==> config.mk <==
export PLATFORM = sky130hd
export DESIGN_NAME = page_frame_allocator
export DESIGN_NICKNAME = d
export VERILOG_FILES = /design/src/rtl/pfa_pkg.sv /design/src/rtl/pfa_scan_unit.sv /design/src/rtl/page_frame_allocator.sv
export SDC_FILE = /design/constraint.sdc
export NUM_CORES = 1
export LEC_CHECK = 0
export BUFFER_PORTS_ARGS = -buffer_cell sky130_fd_sc_hd__buf_2
export CELL_PAD_IN_SITES_DETAIL_PLACEMENT = 0
export CELL_PAD_IN_SITES_GLOBAL_PLACEMENT = 1
export CORE_ASPECT_RATIO = 1.75
export CORE_MARGIN = 2
export CORE_UTILIZATION = 56
export CTS_CLUSTER_DIAMETER = 50
export CTS_CLUSTER_SIZE = 8
export DETAILED_ROUTE_END_ITERATION = 8
export PLACE_DENSITY_LB_ADDON = 0.1
export SLEW_MARGIN = 20
export SYNTH_ARGS = -nofsm -noshare
export SYNTH_HDL_FRONTEND = slang
export SYNTH_SLANG_ARGS = --single-unit
==> constraint.sdc <==
create_clock -name clk -period 9.86 [get_ports clk]
set_clock_uncertainty 0.15 [all_clocks]
set_input_delay 0.986 -clock clk [delete_from_list [all_inputs] [get_ports clk]]
set_output_delay 0.986 -clock clk [all_outputs]
set_load 0.1 [all_outputs]
==> src/rtl/pfa_pkg.sv <==
// pfa_pkg: shared types and constants for the page frame allocator
// no dependencies; imported by pfa_scan_unit and page_frame_allocator
package pfa_pkg;

	// bitmap group geometry and field widths
	localparam int GROUP_BITS = 8;
	localparam int PAGE_W     = 7;
	localparam int USABLE_W   = 5;
	localparam logic [GROUP_BITS-1:0] FULL_GROUP = 8'hFF;
	localparam logic [GROUP_BITS-1:0] GROUP0_RESET = 8'h01;

	// command codes
	localparam logic CMD_ALLOC = 1'b0;
	localparam logic CMD_FREE  = 1'b1;

	// sequencer states
	typedef enum logic [2:0] {
		ST_IDLE,
		ST_POP,
		ST_CLR,
		ST_SCAN,
		ST_DONE
	} state_t;

	// what the shared scan unit reports about one bitmap group
	typedef struct packed {
		logic                  full;
		logic [2:0]            bit_idx;
		logic [GROUP_BITS-1:0] set_val;
	} scan_res_t;

endpackage

==> src/rtl/pfa_scan_unit.sv <==
// pfa_scan_unit: checks one bitmap group per cycle for a free page
// depends on pfa_pkg; instantiated by page_frame_allocator
module pfa_scan_unit import pfa_pkg::*; #(
	parameter int PAGE_COUNT = 128,
	parameter int GROUP_W    = 4
) (
	input  logic [GROUP_W-1:0]    grp,
	input  logic [GROUP_BITS-1:0] data,
	input  logic [USABLE_W-1:0]   usable,
	output scan_res_t             res
);

	localparam int GROUP_COUNT = (PAGE_COUNT + GROUP_BITS - 1) / GROUP_BITS;
	localparam int LAST_VALID  = PAGE_COUNT - GROUP_BITS * (GROUP_COUNT - 1);
	localparam logic [GROUP_BITS-1:0] LAST_PAD = 8'(16'h00FF << LAST_VALID);

	logic [GROUP_BITS-1:0] seen;
	logic [2:0]            idx;

	// group as the scan sees it: unusable groups full, missing pages busy
	always_comb begin
		if (5'(grp) >= usable) begin
			seen = FULL_GROUP;
		end else if (grp == GROUP_W'(GROUP_COUNT - 1)) begin
			seen = data | LAST_PAD;
		end else begin
			seen = data;
		end
	end

	// highest clear bit wins
	always_comb begin
		idx = 3'd0;
		for (int b = 0; b < GROUP_BITS; b++) begin
			if (!seen[b]) begin
				idx = 3'(b);
			end
		end
	end

	assign res.full    = (seen == FULL_GROUP);
	assign res.bit_idx = idx;
	assign res.set_val = data | (8'h01 << idx);

endmodule

==> src/rtl/page_frame_allocator.sv <==
// page_frame_allocator: bitmap page allocator with a lifo cache of freed pages
// depends on pfa_pkg and pfa_scan_unit
// paths: free into cache or ignored free goes straight to ST_DONE, free into bitmap
//   via ST_CLR, allocate from cache via ST_POP, allocate by scan visits up to 16 groups
// one item at a time, the next accepted once ST_DONE is left; the bitmap scan visits
//   one group a cycle through the single bitmap read port and the shared scan unit
// reset: bitmap groups marked unwritten at once (group 0 reads 0x01, others 0),
//   cache empty, scan pointer 0, usable_groups 16; no clearing pass
module page_frame_allocator import pfa_pkg::*; #(
	parameter int PAGE_COUNT  = 128,
	parameter int CACHE_DEPTH = 8
) (
	input  logic       clk,
	input  logic       arst_n,
	// input beats
	input  logic       s_tvalid,
	output logic       s_tready,
	input  logic [7:0] s_tdata,   // [6:0] page, [7] zero fill
	input  logic       s_tuser,   // [0] command
	// result beats
	output logic       m_tvalid,
	input  logic       m_tready,
	output logic [7:0] m_tdata,   // [6:0] granted_page, [7] zero fill
	output logic       m_tuser,   // [0] failed
	// configuration write
	input  logic       cfg_valid,
	output logic       cfg_ready,
	input  logic [4:0] cfg_data   // [4:0] usable_groups
);

	localparam int GROUP_COUNT = (PAGE_COUNT + GROUP_BITS - 1) / GROUP_BITS;
	localparam int GW = (GROUP_COUNT > 1) ? $clog2(GROUP_COUNT) : 1;
	localparam int CW = (CACHE_DEPTH > 1) ? $clog2(CACHE_DEPTH) : 1;
	localparam int FW = $clog2(CACHE_DEPTH + 1);
	localparam logic [GW-1:0] LAST_GROUP = GW'(GROUP_COUNT - 1);

	state_t state_q, state_d;

	logic [USABLE_W-1:0] usable_q;
	logic [FW-1:0]       fill_q;
	logic [GW-1:0]       scan_group_q;
	logic [GW-1:0]       g_q;
	logic [GW-1:0]       n_q;
	logic [PAGE_W-1:0]   page_q;
	logic [PAGE_W-1:0]   res_page_q;
	logic                res_fail_q;
	logic                m_tvalid_q;
	logic [PAGE_W-1:0]   out_page_q;
	logic                out_fail_q;

	// bitmap memory with per-group written marks
	logic [GROUP_BITS-1:0]  bm_mem [GROUP_COUNT];
	logic [GROUP_COUNT-1:0] bm_valid_q;
	logic [GROUP_BITS-1:0]  bm_rd_q;
	logic [GW-1:0]          bm_raddr;
	logic                   bm_we;
	logic [GW-1:0]          bm_waddr;
	logic [GROUP_BITS-1:0]  bm_wdata;

	// freed-page cache memory
	logic [PAGE_W-1:0] cache_mem [CACHE_DEPTH];
	logic [PAGE_W-1:0] cache_rd_q;
	logic [CW-1:0]     cache_raddr;
	logic              cache_we;
	logic [FW-1:0]     fill_m1;

	logic          accept;
	logic          in_cmd;
	logic [PAGE_W-1:0] in_page;
	logic          page_ok;
	logic          cache_full;
	logic          out_free;
	logic [GW-1:0] g_next;
	logic [GW-1:0] in_group;
	scan_res_t     scan_res;

	assign in_cmd     = s_tuser;
	assign in_page    = s_tdata[PAGE_W-1:0];
	assign accept     = s_tvalid && s_tready;
	assign page_ok    = ({1'b0, in_page} < 8'(PAGE_COUNT));
	assign cache_full = (fill_q == FW'(CACHE_DEPTH));
	assign fill_m1    = fill_q - FW'(1);
	assign out_free   = !m_tvalid_q || m_tready;
	assign g_next     = (g_q == LAST_GROUP) ? '0 : g_q + GW'(1);
	assign in_group   = in_page[3 +: GW];
	assign cfg_ready  = 1'b1;

	// shared group checker
	pfa_scan_unit #(
		.PAGE_COUNT (PAGE_COUNT),
		.GROUP_W    (GW)
	) u_scan (
		.grp    (g_q),
		.data   (bm_rd_q),
		.usable (usable_q),
		.res    (scan_res)
	);

	// next state
	always_comb begin
		state_d = state_q;
		case (state_q)
			ST_IDLE: begin
				if (accept) begin
					if (in_cmd == CMD_FREE) begin
						state_d = (page_ok && cache_full) ? ST_CLR : ST_DONE;
					end else begin
						state_d = (fill_q != '0) ? ST_POP : ST_SCAN;
					end
				end
			end
			ST_POP:  state_d = ST_DONE;
			ST_CLR:  state_d = ST_DONE;
			ST_SCAN: begin
				if (!scan_res.full || n_q == LAST_GROUP) begin
					state_d = ST_DONE;
				end
			end
			ST_DONE: begin
				if (out_free) begin
					state_d = ST_IDLE;
				end
			end
			default: state_d = ST_IDLE;
		endcase
	end

	// outputs: handshake and memory controls
	always_comb begin
		s_tready    = 1'b0;
		bm_raddr    = g_next;
		bm_we       = 1'b0;
		bm_waddr    = g_q;
		bm_wdata    = scan_res.set_val;
		cache_we    = 1'b0;
		cache_raddr = fill_m1[CW-1:0];
		case (state_q)
			ST_IDLE: begin
				s_tready = 1'b1;
				bm_raddr = (in_cmd == CMD_FREE) ? in_group : scan_group_q;
				cache_we = accept && (in_cmd == CMD_FREE) && page_ok && !cache_full;
			end
			ST_CLR: begin
				bm_we    = 1'b1;
				bm_waddr = page_q[3 +: GW];
				bm_wdata = bm_rd_q & ~(8'h01 << page_q[2:0]);
			end
			ST_SCAN: begin
				bm_we = !scan_res.full;
			end
			default: begin
			end
		endcase
	end

	// bitmap memory write and registered read
	always_ff @(posedge clk) begin
		if (bm_we) begin
			bm_mem[bm_waddr] <= bm_wdata;
		end
		if (bm_valid_q[bm_raddr]) begin
			bm_rd_q <= bm_mem[bm_raddr];
		end else begin
			bm_rd_q <= (bm_raddr == '0) ? GROUP0_RESET : '0;
		end
	end

	// bitmap written marks
	always_ff @(posedge clk or negedge arst_n) begin
		if (!arst_n) begin
			bm_valid_q <= '0;
		end else if (bm_we) begin
			bm_valid_q[bm_waddr] <= 1'b1;
		end
	end

	// cache memory write and registered read
	always_ff @(posedge clk) begin
		if (cache_we) begin
			cache_mem[fill_q[CW-1:0]] <= in_page;
		end
		cache_rd_q <= cache_mem[cache_raddr];
	end

	// control state
	always_ff @(posedge clk or negedge arst_n) begin
		if (!arst_n) begin
			state_q      <= ST_IDLE;
			usable_q     <= 5'd16;
			fill_q       <= '0;
			scan_group_q <= '0;
			m_tvalid_q   <= 1'b0;
		end else begin
			state_q <= state_d;
			if (cfg_valid && cfg_ready) begin
				usable_q <= cfg_data;
			end
			if (cache_we) begin
				fill_q <= fill_q + FW'(1);
			end else if (state_q == ST_IDLE && accept && in_cmd == CMD_ALLOC
					&& fill_q != '0) begin
				fill_q <= fill_m1;
			end
			if (state_q == ST_SCAN && !scan_res.full) begin
				scan_group_q <= g_q;
			end
			if (state_q == ST_DONE && out_free) begin
				m_tvalid_q <= 1'b1;
			end else if (m_tready) begin
				m_tvalid_q <= 1'b0;
			end
		end
	end

	// item payload, scan position and result
	always_ff @(posedge clk) begin
		case (state_q)
			ST_IDLE: begin
				if (accept) begin
					page_q     <= in_page;
					g_q        <= scan_group_q;
					n_q        <= '0;
					res_page_q <= '0;
					res_fail_q <= 1'b0;
				end
			end
			ST_POP: begin
				res_page_q <= cache_rd_q;
			end
			ST_SCAN: begin
				if (!scan_res.full) begin
					res_page_q <= PAGE_W'({g_q, scan_res.bit_idx});
				end else if (n_q == LAST_GROUP) begin
					res_fail_q <= 1'b1;
				end else begin
					g_q <= g_next;
					n_q <= n_q + GW'(1);
				end
			end
			ST_DONE: begin
				if (out_free) begin
					out_page_q <= res_page_q;
					out_fail_q <= res_fail_q;
				end
			end
			default: begin
			end
		endcase
	end

	assign m_tvalid = m_tvalid_q;
	assign m_tdata  = {1'b0, out_page_q};
	assign m_tuser  = out_fail_q;

	// an accepted item drops s_tready, holding off the next one
	a_busy_after_accept: assert property (@(posedge clk) disable iff (!arst_n)
		accept |=> !s_tready)
		else $error("input accepted twice in a row");

	// a failed allocate hands out page zero
	a_fail_zero: assert property (@(posedge clk) disable iff (!arst_n)
		(m_tvalid && m_tuser) |-> (m_tdata == 8'd0))
		else $error("failed result with nonzero page");

	// the cache never overfills
	a_fill_bound: assert property (@(posedge clk) disable iff (!arst_n)
		fill_q <= FW'(CACHE_DEPTH))
		else $error("cache fill beyond depth");

	// a scan never visits more groups than exist
	a_scan_bound: assert property (@(posedge clk) disable iff (!arst_n)
		(state_q == ST_SCAN) |-> (n_q <= LAST_GROUP && g_q <= LAST_GROUP))
		else $error("scan position out of range");

endmodule

; After elaboration in Yosys (flattened, before gate mapping)
; Memory sizes are Yosys's and may differ from the RTL's. A register that Yosys moved wholly into a read port is not among the register bits.
; Cells that the tools add are included.
[totals]
mem_bits_rw = 184
memories = 2
word_cells = 126
inputBits = 19
output_inout_bits = 12
register_bits = 72
[classes]
eq_ne = 15
order_cmp = 4
n_bitwise = 5
shifts = 2
n_addsub = 4
reduce_logical = 28
mux = 52
[memory_table]
columns = memory, depth, width, read_ports, rd_ports_with_merged_regs, wr, line
row1 = bm_mem, 16, 8, 1, 0, 1, page_frame_allocator.sv:52  ; logic [GROUP_BITS-1:0] bm_mem [GROUP_COUNT];
row2 = cache_mem, 8, 7, 1, 1, 1, page_frame_allocator.sv:61  ; logic [PAGE_W-1:0] cache_mem [CACHE_DEPTH];
[op_table]
columns = operator, n
row1 = two-way mux 4 bit, 12
row2 = two-way mux 3 bit, 9
row3 = two-way mux 8 bit, 3
row4 = case mux 7 bit (3 select lines), 1
row5 = OR 16 bit, 1
row6 = case mux 4 bit (2 select lines), 2
row7 = "<< shifter 1 x 3 -> 8 bit, first input constant", 2
row8 = two-way mux 1 bit, 15
row9 = two-way mux 7 bit, 2
row10 = "!= test 2 bit, second input constant", 7
row11 = "adder 4 x 1 -> 4 bit, second input constant", 3
row12 = "== test 4 bit, second input constant", 3
row13 = case mux 3 bit (4 select lines), 1
row14 = "less-than comparator 4 x 5 -> 1 bit, second input constant", 2
row15 = logical AND 1 bit, 9
row16 = AND 8 bit, 1
row17 = "== test 8 bit, second input constant", 1
row18 = NOT 8 bit, 1
row19 = OR 8 bit, 1
row20 = AND reduction 4 bit, 2
row21 = "== test 3 x 2 -> 1 bit, second input constant", 2
row22 = two-way mux 2 bit, 3
row23 = AND reduction 3 bit, 2
row24 = nonzero test 2 bit, 3
row25 = 17 further kinds, 22

; Longest topological paths before layout
; Gate-level depths: netlist (run 1).
[logic_depth]
word_depth = 12
depth_mapped = 12
mapped_depth_nobuf = 9

; Hierarchy
; A second synthesis (run 1) with hierarchy kept.
[hier_totals]
hier_cells = 695
hier_area_um2 = 11016.8
[modules_own_cells]
columns = module, n_inst, area_each_um2, cells_each, seq_area_each_um2
row1 = page_frame_allocator, 1, 10710.3, 653, 7583.5
row2 = pfa_scan_unit, 1, 306.5, 42, 0.0

; Worst setup path after synthesis (run 1)
; No wires, ideal clock.
[synth_timing]
path_kind = register to register
startpoint = register fill_q[0]
endpoint = memory cache_mem[1][0] (enable)
period_less_slack_ns = 3.407
path_slack_ns = 6.453
required_time_ns = 9.330
stages_incl_launch_ff = 9
arrival_ns = 2.877
n_path_buf = 2
setup_ns = 0.380
path_cell_list = dfrtp_1 clkbuf_1 clkbuf_1 inv_1 ha_1 nor2b_1 a21boi_1 nand3_1 nor3_1
[synth_between]
elab_chain_cells = 6
[synth_rtl]
columns = element, line
row1 = start: declaration, page_frame_allocator.sv:40  ; logic [FW-1:0] fill_q;
row2 = start signal: assignment, page_frame_allocator.sv:199  ; fill_q <= fill_q + FW'(1);
row3 = start signal: assignment, page_frame_allocator.sv:202  ; fill_q <= fill_m1;
row4 = == test 4 bit, page_frame_allocator.sv:81  ; assign cache_full = (fill_q == FW'(CACHE_DEPTH));
row5 = logical NOT 1 bit, page_frame_allocator.sv:141  ; cache_we = accept && (in_cmd == CMD_FREE) && page_ok && !cache_full;
row6 = logical AND 1 bit, page_frame_allocator.sv:141
row7 = two-way mux 1 bit, page_frame_allocator.sv:137  ; case (state_q)
row8 = two-way mux 1 bit, page_frame_allocator.sv:179  ; if (cache_we) begin
row9 = two-way mux 1 bit (implied by the code), page_frame_allocator.sv:180  ; cache_mem[fill_q[CW-1:0]] <= in_page;
row10 = end: declaration, page_frame_allocator.sv:61
; Several ways; a longest one is shown, not always the timed one.

; Worst setup path after layout (run 1)
[layout_timing]
startpoint = register g_q[0]
endpoint = memory bm_mem[14][6] (enable)
[layout_between]
elab_chain_cells = 7
word_cells_on_any_way = 8
cone_classes = order compare (1) / eq/ne (1) / mux (5) / reduce/logical (1)
[layout_rtl]
columns = element, line
row1 = start: declaration, page_frame_allocator.sv:42  ; logic [GW-1:0] g_q;
row2 = start signal: assignment, page_frame_allocator.sv:221  ; g_q <= scan_group_q;
row3 = start signal: assignment, page_frame_allocator.sv:236  ; g_q <= g_next;
row4 = >= comparator 4 x 5 -> 1 bit, pfa_scan_unit.sv:22  ; if (5'(grp) >= usable) begin
row5 = two-way mux 8 bit, pfa_scan_unit.sv:22
row6 = == test 8 bit, pfa_scan_unit.sv:41  ; assign res.full = (seen == FULL_GROUP);
row7 = logical NOT 1 bit, -
row8 = case mux 1 bit (2 select lines), page_frame_allocator.sv:137
row9 = two-way mux 1 bit, page_frame_allocator.sv:158  ; if (bm_we) begin
row10 = two-way mux 1 bit (implied by the code), page_frame_allocator.sv:159  ; bm_mem[bm_waddr] <= bm_wdata;
row11 = end: declaration, page_frame_allocator.sv:52
; Several ways; a longest one is shown, not always the timed one.

==> results of run 1 <==
==> state kept, by name (all words and copies together) (netlist names) <==
signal and cells:
bm_mem 128, cache_mem 56, bm_valid_q 16, bm_rd_q 8
cache_rd_q 7, out_page_q 7, page_q 7, res_page_q 7
usable_q 5, fill_q 4, g_q 4, n_q 4
scan_group_q 4, state_q 3, m_tuser 1, m_tvalid 1
res_fail_q 1
==> routing by layer <==
| layer | GRT usage | vias up |
|---|---|---|
| met3 | 0.0322 | 72 |
| met5 | 0 | - |
| met1 | 0.283 | 3373 |
| met2 | 0.491 | 234 |
| met4 | 0.130 | 0 |
| li1 | - | 3077 |
==> worst paths after layout <==
| path | to | slack (ns) | depth (start not counted) |
|---|---|---|---|
| worst max register to register | bm_mem[14][6]$_DFFE_PP_ | 5.49 | 9 |
| worst max-delay path | bm_mem[14][6]$_DFFE_PP_ | 5.49 | 9 |
| worst min-delay path | out_page_q[4]$_DFFE_PP_ | 0.26 | 0 |
| max in group asynchronous | fill_q[0]$_DFFE_PN0P_ | 8.62 | 1 |
| worst min register to register | out_page_q[4]$_DFFE_PP_ | 0.26 | 0 |
| min in group asynchronous | usable_q[0]$_DFFE_PN0P_ | 0.41 | 1 |
==> power by group <==
| part | internal [mW] | total, mW | leakage (nW) | switching [mW] |
|---|---|---|---|---|
| Sequential | 1.39 | 1.50 | 2.53 | 0.105 |
| Combinational | 0.421 | 1.27 | 1.43 | 0.847 |
| Clock | 0.733 | 1.17 | 0.517 | 0.436 |
| Total | 2.55 | 3.93 | 4.48 | 1.39 |
==> cell families after synthesis <==
group / count (synthesis)
simple gates: 274
flops: 263
compound gates: 130
mux: 56
buf+inv: 53
fa+ha+maj: 9
xor+xnor: 9
other cells: 2
==> through the flow <==
stage	utilization	total power, mW	hold WS (ns)
6_report	0.649	3.93	0.263
5_1_grt	0.649	4.10	0.283
4_1_cts	0.648	3.95	0.264
3_5_place_dp	0.592	2.77	0.256
3_3_place_gp	0.592	2.74	0.255
2_1_floorplan	-	2.39	0.250
==> layout by cell type (no fill, tap or decap), drive strengths merged, types with 13 or more instances in the layout <==
| cell type | n |
|---|---|
| a21oi | 13 |
| a31oi | 14 |
| and3 | 14 |
| buf | 43 |
| clkbuf | 66 |
| dfrtp | 32 |
| dfxtp | 15 |
| edfxtp | 215 |
| inv | 16 |
| mux2i | 33 |
| mux4 | 14 |
| nand2 | 138 |
| nand3 | 38 |
| nor2 | 47 |
| o21ai | 28 |
| o21bai | 17 |
==> worst register-to-register path, stage by stage (launching register included) <==
cell,delay [ns]
edfxtp_1,0.57
inv_1,0.23
ha_1,0.32
nand2b_1,0.14
a21o_1,0.18
a21o_1,0.19
a21o_1,0.29
a211oi_1,0.71
a32oi_1,0.44
nor2_1,0.78
==> final cells by class <==
cell class / instances / area, sq um
Clock buffer: 66 / 1080
Clock inverter: 1 / 8.76
Fill cell: 1427 / 6710
Inverter: 16 / 60.1
Multi-Input combinational cell: 480 / 3120
Sequential cell: 263 / 7580
Tap cell: 241 / 302
Timing Repair Buffer: 43 / 255
==> flow_summary_export.csv, run 1 <==
group,metric,value,unit
sta,worst_pin_slew,1.14,ns
yosys,ys_ff_latch,263,
pwr,vdd_drop_max,0.247,mV
yosys,synthAdderAreaFrac,0.0103,
finish,nets,870,
grt,antenna_found_initial,0,
sta,rsz0062_at_grt,"false",
place,port_buffers,27,
worst_setup_path,crit_buf_inv,1,
route,vias_per_cell,6.09,
grt,grt_pass1_vias,7007,
worst_hold_path,worstHoldStart,"res_page_q[4]$_DFFE_PP_",
floorplan,die-height,189,microns
place,gp_congestion,0.828,
place,pre_cts_ws,5.55,ns
floorplan,die_x,110,microns
yosys,yosys-mux-area-fraction,0.0696,
clock_tree,cts_setup_buffers,0,
yosys,synth_ff_type,"edfxtp_1",
yosys,synthTopCellsByArea,"edfxtp_1 (59%), dfrtp_1 (7.3%), nand2_1 (4.7%)",
worst_setup_path,crit_chain,"inv_1 -> ha_1 -> nand2b_1 -> a21o_1 -> a21o_1 -> a21o_1 -> a211oi_1 -> a32oi_1 -> nor2_1",
yosys,synth-edff-count,215,
worst_setup_path,cp_max_fo,8,
worst_setup_path,worstPathArrival,4.34,ns
clock_tree,hold_buffers,0,
grt,grt_first_pass_wirelength,39.8,mm
clock_tree,clockBufferDepth,3,
clock_tree,cts_tree,"done",
finish,finalInstanceArea,12400,sq um
yosys,synth_top_area_cell,"edfxtp_1",
route,wl_per_cell,23.2,microns
clock_tree,cts.sinks,263,
sta,finalCritPeriodShare,0.444,
yosys,yosysTopAreaCellShare,0.591,
worst_setup_path,start_kind,"flop",
clock_tree,cts_made_buffers,38,
floorplan,core.rowCount,67,
floorplan,dieArea,20700,sq um
place,place_hpwl,17.8,mm
sta,slew_headroom,0.239,
yosys,synth_compound_area_frac,0.0837,
grt,gr-total-overflow,0,
worst_setup_path,critPathCaptureType,"flop",
worst_setup_path,crit_slowest_cell,"nor2_1",
route,top_layer,"met4",
finish,fin_cells,1110,
sta,finalSetupViolations,0,
status,status,"finished clean",
clock_tree,cts-root-buf,"clkbuf_16",
floorplan,start_util,0.571,
worst_setup_path,path_common_cell,"a21o_1",
sta,final_hold_viol_count,0,
finish,area_growth,13.6,%
worst_setup_path,path_delay_family,"compound AO/OA/AOI/OAI gates",
pwr,total_leakage_power,4.48,nW
yosys,synth_top_family_by_area,"simple AND/OR/NAND/NOR gates",
yosys,syn_inst,796,
worst_hold_path,hold_class,"flop to flop",
grt,track_usage,0.263,
finish,drive_above_1_share,0.139,
place,place_area,11300,sq um
pwr,power.density,317,nW/um^2
sta,worst_slack,5.49,ns
clock_tree,cts-htree-levels,2,
yosys,seq_area_frac_synth,0.695,
place,place_inst,1043,
route,drcViolationCount,0,
sta,min_period,4.37,ns
route,route.met2.wl,14.6,mm
yosys,syn-mean-instance-area,13.7,sq um
yosys,synth_fp_nets,824,
route,vias,6756,
floorplan,ios,31,
clock_tree,clkTransAtPathRegs,0.05,ns
yosys,synth.distinct_cells,61,
yosys,async_reset_ff_frac,0.125,
worst_setup_path,cp.required,9.83,ns
yosys,synthTopCellsByCount,"edfxtp_1 (215), nand2_1 (138), nor2_1 (47)",
yosys,yosysWarnings,0,
floorplan,coreArea,19100,sq um
worst_setup_path,path_class,"flop to flop",
worst_setup_path,critPathMaxStageDelay,0.77,ns
route,drtPass1Iterations,5,
yosys,synth-xor-area-share,0.00722,
route,wl_met1,8.69,mm
run,maxCapViolations,0,
sta,tns,0,ns
route,ant_nets,0,
clock_tree,clk-insertion-delay-late,0.50,ns
yosys,yosysMostFrequentCell,"edfxtp_1",
finish,antenna_cells,0,
route,routed_wl,25.8,mm
worst_setup_path,cp-startpoint,"g_q[0]$_DFFE_PP_",
yosys,syn-cell-area,10900,sq um
clock_tree,cts_resized,0,
sta,slew_viol_final,0,
yosys,synthSimpleGateAreaFrac,0.109,
sta,max_freq,0.229,GHz
route,met3_length,1.15,mm
route,drtIter0Drc,455,
grt,grt_max_degree,53,
worst_setup_path,timing.rr.start,"g_q[0]$_DFFE_PP_",
No activity file was read; power rests on OpenSTA's default activity.
==> run 2, diff against run 1 <==
Settings changed: CORE_UTILIZATION 56 to 52.
Clock period 9.86 ns to 4.05 ns, I/O delays scaled along.
==> run 2 against run 1 <==
Design area increased by 2.8%. Critical path type unchanged. Critical path depth increased by 1. Sequential cell count unchanged.
==> flow_summary_export.csv, run 2 (same netlist as run 1, synthesis figures left out) <==
group,metric,value,unit
floorplan,die-height,196,microns
route,vias,6862,
clock_tree,clockBufferDepth,3,
grt,grt_first_pass_wirelength,41.1,mm
grt,grt_max_degree,53,
place,place_inst,1087,
worst_setup_path,worstPathArrival,3.58,ns
sta,rsz0062_at_grt,"false",
floorplan,start_util,0.526,
grt,antenna_found_initial,0,
worst_setup_path,start_kind,"flop",
place,gp_congestion,0.847,
floorplan,coreArea,20800,sq um
floorplan,ios,31,
sta,finalCritPeriodShare,0.870,
floorplan,die_x,114,microns
finish,nets,909,
finish,fin_cells,1162,
finish,largest_reg_flops,128,
route,top_layer,"met4",
clock_tree,cts_resized,0,
worst_setup_path,path_delay_family,"compound AO/OA/AOI/OAI gates",
floorplan,core.rowCount,70,
clock_tree,cts.sinks,263,
pwr,design_power_total,9.75,mW
finish,finalInstanceArea,12800,sq um
clock_tree,cts-root-buf,"clkbuf_16",
route,routed_wl,26.7,mm
worst_setup_path,critPathCaptureType,"flop",
sta,min_period,3.52,ns
sta,slew_viol_final,0,
pwr,total_leakage_power,4.69,nW
worst_setup_path,critPathMaxStageDelay,0.55,ns
worst_setup_path,crit_chain,"inv_1 -> ha_1 -> nand2b_1 -> a21o_1 -> a21o_1 -> a21o_1 -> a211o_1 -> o32a_1 -> nor2_1 -> buf_4",
finish,antenna_cells,0,
route,drtPass1Iterations,5,
grt,gr-total-overflow,0,
pwr,power.density,764,nW/um^2
route,route.met2.wl,15.0,mm
floorplan,dieArea,22200,sq um
finish,area_growth,16.8,%
place,place_hpwl,18.5,mm
route,wl_per_cell,23.0,microns
worst_setup_path,cp_max_fo,8,
route,vias_per_cell,5.91,
pwr,vdd_drop_max,0.578,mV
place,place_area,11600,sq um
status,status,"finished clean",
route,drtIter0Drc,413,
finish,drive_above_1_share,0.168,
clock_tree,cts-htree-levels,2,
clock_tree,clkTransAtPathRegs,0.05,ns
finish,layout_common_cells,"edfxtp_1 (215), nand2_1 (138), buf_4 (47)",
sta,final_hold_viol_count,0,
sta,finalSetupViolations,0,
grt,grt_pass1_vias,7153,
worst_setup_path,path_common_cell,"a21o_1",
sta,hold-worst-slack,0.0421,ns
sta,tns,0,ns
grt,track_usage,0.250,
worst_setup_path,path_class,"flop to flop",
clock_tree,clk-insertion-delay-late,0.52,ns
run,maxCapViolations,0,
sta,max_freq,0.284,GHz
finish,regMostFlops,"bm_mem",
route,met3_length,1.12,mm
clock_tree,cts_tree,"done",
place,port_buffers,27,
route,drcViolationCount,0,
worst_setup_path,crit_buf_inv,2,
clock_tree,cts_made_buffers,38,
sta,slew_headroom,0.409,
worst_setup_path,cp.required,4.11,ns
sta,worst_pin_slew,0.883,ns
route,wl_met1,9.20,mm
worst_hold_path,hold_class,"primary input to flop",
finish,layout_commonest_cell,"edfxtp_1",
route,ant_nets,0,
worst_setup_path,crit_slowest_cell,"edfxtp_1",
[run 2: changes by cell type in the layout (fill, tap and decap cells not counted), sizes merged]
| cell | change |
|---|---|
| buf | +33 |
| dlygate4sd3 | +6 |
| clkbuf | +1 |
| inv | +1 |
[run 2: power by group]
group          total [mW]  internal, mW  leakage (nW)  switching (mW)
Clock                2.91          1.80         0.528            1.11
Sequential           3.57          3.39          2.53           0.188
Combinational        3.27          1.10          1.63            2.17
Total                9.75          6.28          4.69            3.47
[run 2: routing by layer]
metal / vias to the layer above / track usage
li1: 3163 / -
met1: 3414 / 0.266
met2: 204 / 0.472
met3: 81 / 0.0334
met4: 0 / 0.133
met5: - / 0
[run 2: cell type report]
class / count / area (sq um)
fillers: 1613 / 8000
multi-input cells: 480 / 3100
repair buffers: 82 / 588
well taps: 252 / 315
clock inverters: 2 / 28.8
inverters: 16 / 60.1
clock buffers: 67 / 1080
flip-flops and latches: 263 / 7580
[run 2: final timing paths]
check                                                   end  slack (ns)               startpoint  depth (start not counted)
min in group asynchronous       scan_group_q[0]$_DFFE_PN0P_        0.37                   arst_n                          2
worst max-delay path                 bm_mem[4][4]$_DFFE_PP_        0.53         g_q[0]$_DFFE_PP_                         10
worst max register to register       bm_mem[4][4]$_DFFE_PP_        0.53         g_q[0]$_DFFE_PP_                         10
worst min register to register      out_page_q[6]$_DFFE_PP_        0.27  res_page_q[6]$_DFFE_PP_                          0
worst min-delay path                usable_q[4]$_DFFE_PN1P_        0.04                cfg_valid                          2
max in group asynchronous        bm_valid_q[10]$_DFFE_PN0P_        2.88                   arst_n                          2
[run 2: repair_timing]
| action | CTS | global route |
|---|---|---|
| buffers inserted | 0 | 0 |
| hold buffers | 6 | 0 |
| endpoints found under the hold margin | 37 | 0 |
[run 2: per-stage QoR]
stage                     worst slack, ns  utilization
after floorplan                     0.643            -
after global placement              0.596        0.558
after detailed placement            0.556        0.558
after CTS                           0.526        0.614
after global routing                0.387        0.614
final                               0.527        0.614
==> run 3, diff against run 2 <==
Settings changed: CORE_UTILIZATION 52 to 54, CTS_BUF_LIST set to sky130_fd_sc_hd__clkbuf_8.
==> run 3 against run 2 <==
Sequential power is essentially flat. Clock power down 38%. Register-to-register slack hardly changed. Critical path type unchanged. Critical endpoint is now bm_mem[6][7]$_DFFE_PP_. Largest power group unchanged.
==> flow_summary_export.csv, run 3 (same netlist as run 1, synthesis figures left out) <==
group,metric,value,unit
floorplan,start_util,0.551,
finish,drive_above_1_share,0.167,
sta,slew_headroom,0.402,
sta,rsz0062_at_grt,"false",
clock_tree,cts_tree,"done",
worst_setup_path,crit_chain,"inv_1 -> ha_1 -> nand2b_1 -> a21o_1 -> a21o_1 -> a21o_1 -> a211o_1 -> o32a_1 -> nor2_1 -> buf_4",
worst_setup_path,path_class,"flop to flop",
grt,grt_max_degree,53,
sta,min_period,3.51,ns
pwr,vdd_drop_max,0.501,mV
worst_hold_path,hold_class,"primary input to flop",
finish,utilization,0.620,
worst_hold_path,worstHoldStart,"s_tdata[2]",
clock_tree,clockBufferDepth,3,
worst_setup_path,path_delay_family,"compound AO/OA/AOI/OAI gates",
route,drtPass1Iterations,5,
pwr,power.density,703,nW/um^2
run,maxCapViolations,0,
route,vias,6813,
finish,area_growth,12.5,%
floorplan,coreArea,19800,sq um
worst_setup_path,critPathCaptureType,"flop",
floorplan,core.rowCount,68,
grt,grt_first_pass_wirelength,40.4,mm
route,wl_per_cell,22.5,microns
worst_setup_path,crit_buf_inv,2,
finish,layout_commonest_cell,"edfxtp_1",
place,gp_congestion,0.862,
clock_tree,clkTransAtPathRegs,0.07,ns
finish,layout_common_cells,"edfxtp_1 (215), nand2_1 (138), buf_4 (49)",
floorplan,dieArea,21400,sq um
sta,hold-worst-slack,0.0276,ns
finish,nets,911,
sta,finalCritPeriodShare,0.868,
worst_setup_path,crit_slowest_cell,"edfxtp_1",
worst_setup_path,cp-startpoint,"g_q[0]$_DFFE_PP_",
worst_setup_path,worstPathArrival,3.57,ns
sta,finalSetupViolations,0,
worst_setup_path,cp.required,4.11,ns
sta,worst_pin_slew,0.896,ns
worst_setup_path,path_common_cell,"a21o_1",
finish,finalInstanceArea,12300,sq um
grt,grt_pass1_vias,7206,
finish,fill_cells,1571,
clock_tree,cts_setup_buffers,0,
finish,largest_reg_flops,128,
clock_tree,cts-root-buf,"clkbuf_8",
sta,final_hold_viol_count,0,
floorplan,die-height,192,microns
floorplan,die_x,111,microns
grt,antenna_found_initial,0,
place,place_area,11600,sq um
sta,slew_viol_final,0,
worst_setup_path,critPathMaxStageDelay,0.52,ns
route,routed_wl,26.0,mm
route,drtIter0Drc,363,
clock_tree,cts.sinks,263,
clock_tree,clk-insertion-delay-late,0.52,ns
route,ant_nets,0,
sta,max_freq,0.285,GHz
place,place_hpwl,18.8,mm
worst_setup_path,start_kind,"flop",
clock_tree,cts-htree-levels,2,
clock_tree,cts_made_buffers,38,
grt,gr-total-overflow,0,
status,status,"finished clean",
route,vias_per_cell,5.90,
finish,antenna_cells,0,
floorplan,ios,31,
worst_setup_path,timing.rr.start,"g_q[0]$_DFFE_PP_",
finish,regMostFlops,"bm_mem",
route,drcViolationCount,0,
grt,track_usage,0.251,
place,port_buffers,27,
sta,tns,0,ns
worst_setup_path,cp_max_fo,8,
pwr,total_leakage_power,4.60,nW
run 3: cell types whose count changed in the layout (fill, tap and decap cells not counted), sizes merged:
cell / previous run / this run
inv: 17 / 44
clkbuf: 67 / 38
buf: 76 / 78
run 3: final timing paths:
path | end | slack, ns | cells after the start
max | bm_mem[6][7]$_DFFE_PP_ | 0.54 | 10
min | page_q[2]$_DFFE_PP_ | 0.03 | 1
max reg2reg | bm_mem[6][7]$_DFFE_PP_ | 0.54 | 10
min reg2reg | out_page_q[1]$_DFFE_PP_ | 0.27 | 0
max in group asynchronous | usable_q[2]$_DFFE_PN0P_ | 2.88 | 2
min in group asynchronous | bm_valid_q[0]$_DFFE_PN0P_ | 0.35 | 2
run 3: report_power, final:
group          total (mW)  internal (mW)  switching, mW
Sequential           3.58           3.38          0.197
Combinational        3.25           1.10           2.15
Clock                1.81          0.872          0.937
Total                8.63           5.35           3.29
run 3: layout make-up:
cell class,instances,area (sq um),share of cell area
tap,245,307,0.0250
inverter,16,60.1,0.00489
timing repair buffer,84,603,0.0491
sequential,263,7580,0.617
clock buffer,38,523,0.0426
clock inverter,29,114,0.00927
multi-input combinational,480,3100,0.252
run 3: metal layers:
metal	wire length [microns]	global-route usage	up-vias
li1	-	-	3153
met1	8610	0.249	3389
met2	15000	0.496	190
met3	959	0.0334	81
met4	1430	0.133	0
met5	0	0	-
run 3: through the flow:
stage | setup slack, ns | total power [mW] | cells
finish | 0.535 | 8.63 | 1155
global route | 0.387 | 9.04 | 1155
CTS | 0.544 | 8.69 | 1155
detailed placement | 0.586 | 6.88 | 1082
global placement | 0.582 | 6.81 | 1082
floorplan | 0.643 | 5.82 | 796
run 3: timing repair:
| item | 4_1_cts | 5_1_grt |
|---|---|---|
| resized for setup | 0 | 0 |
| hold buffers | 6 | 0 |
| hold endpoints to repair | 37 | 0 |
run 3: worst register-to-register path, stage by stage (launching register included):
cell,delay [ns]
edfxtp_1,0.52
inv_1,0.20
ha_1,0.32
nand2b_1,0.13
a21o_1,0.17
a21o_1,0.18
a21o_1,0.30
a211o_1,0.43
o32a_1,0.45
nor2_1,0.15
buf_4,0.20
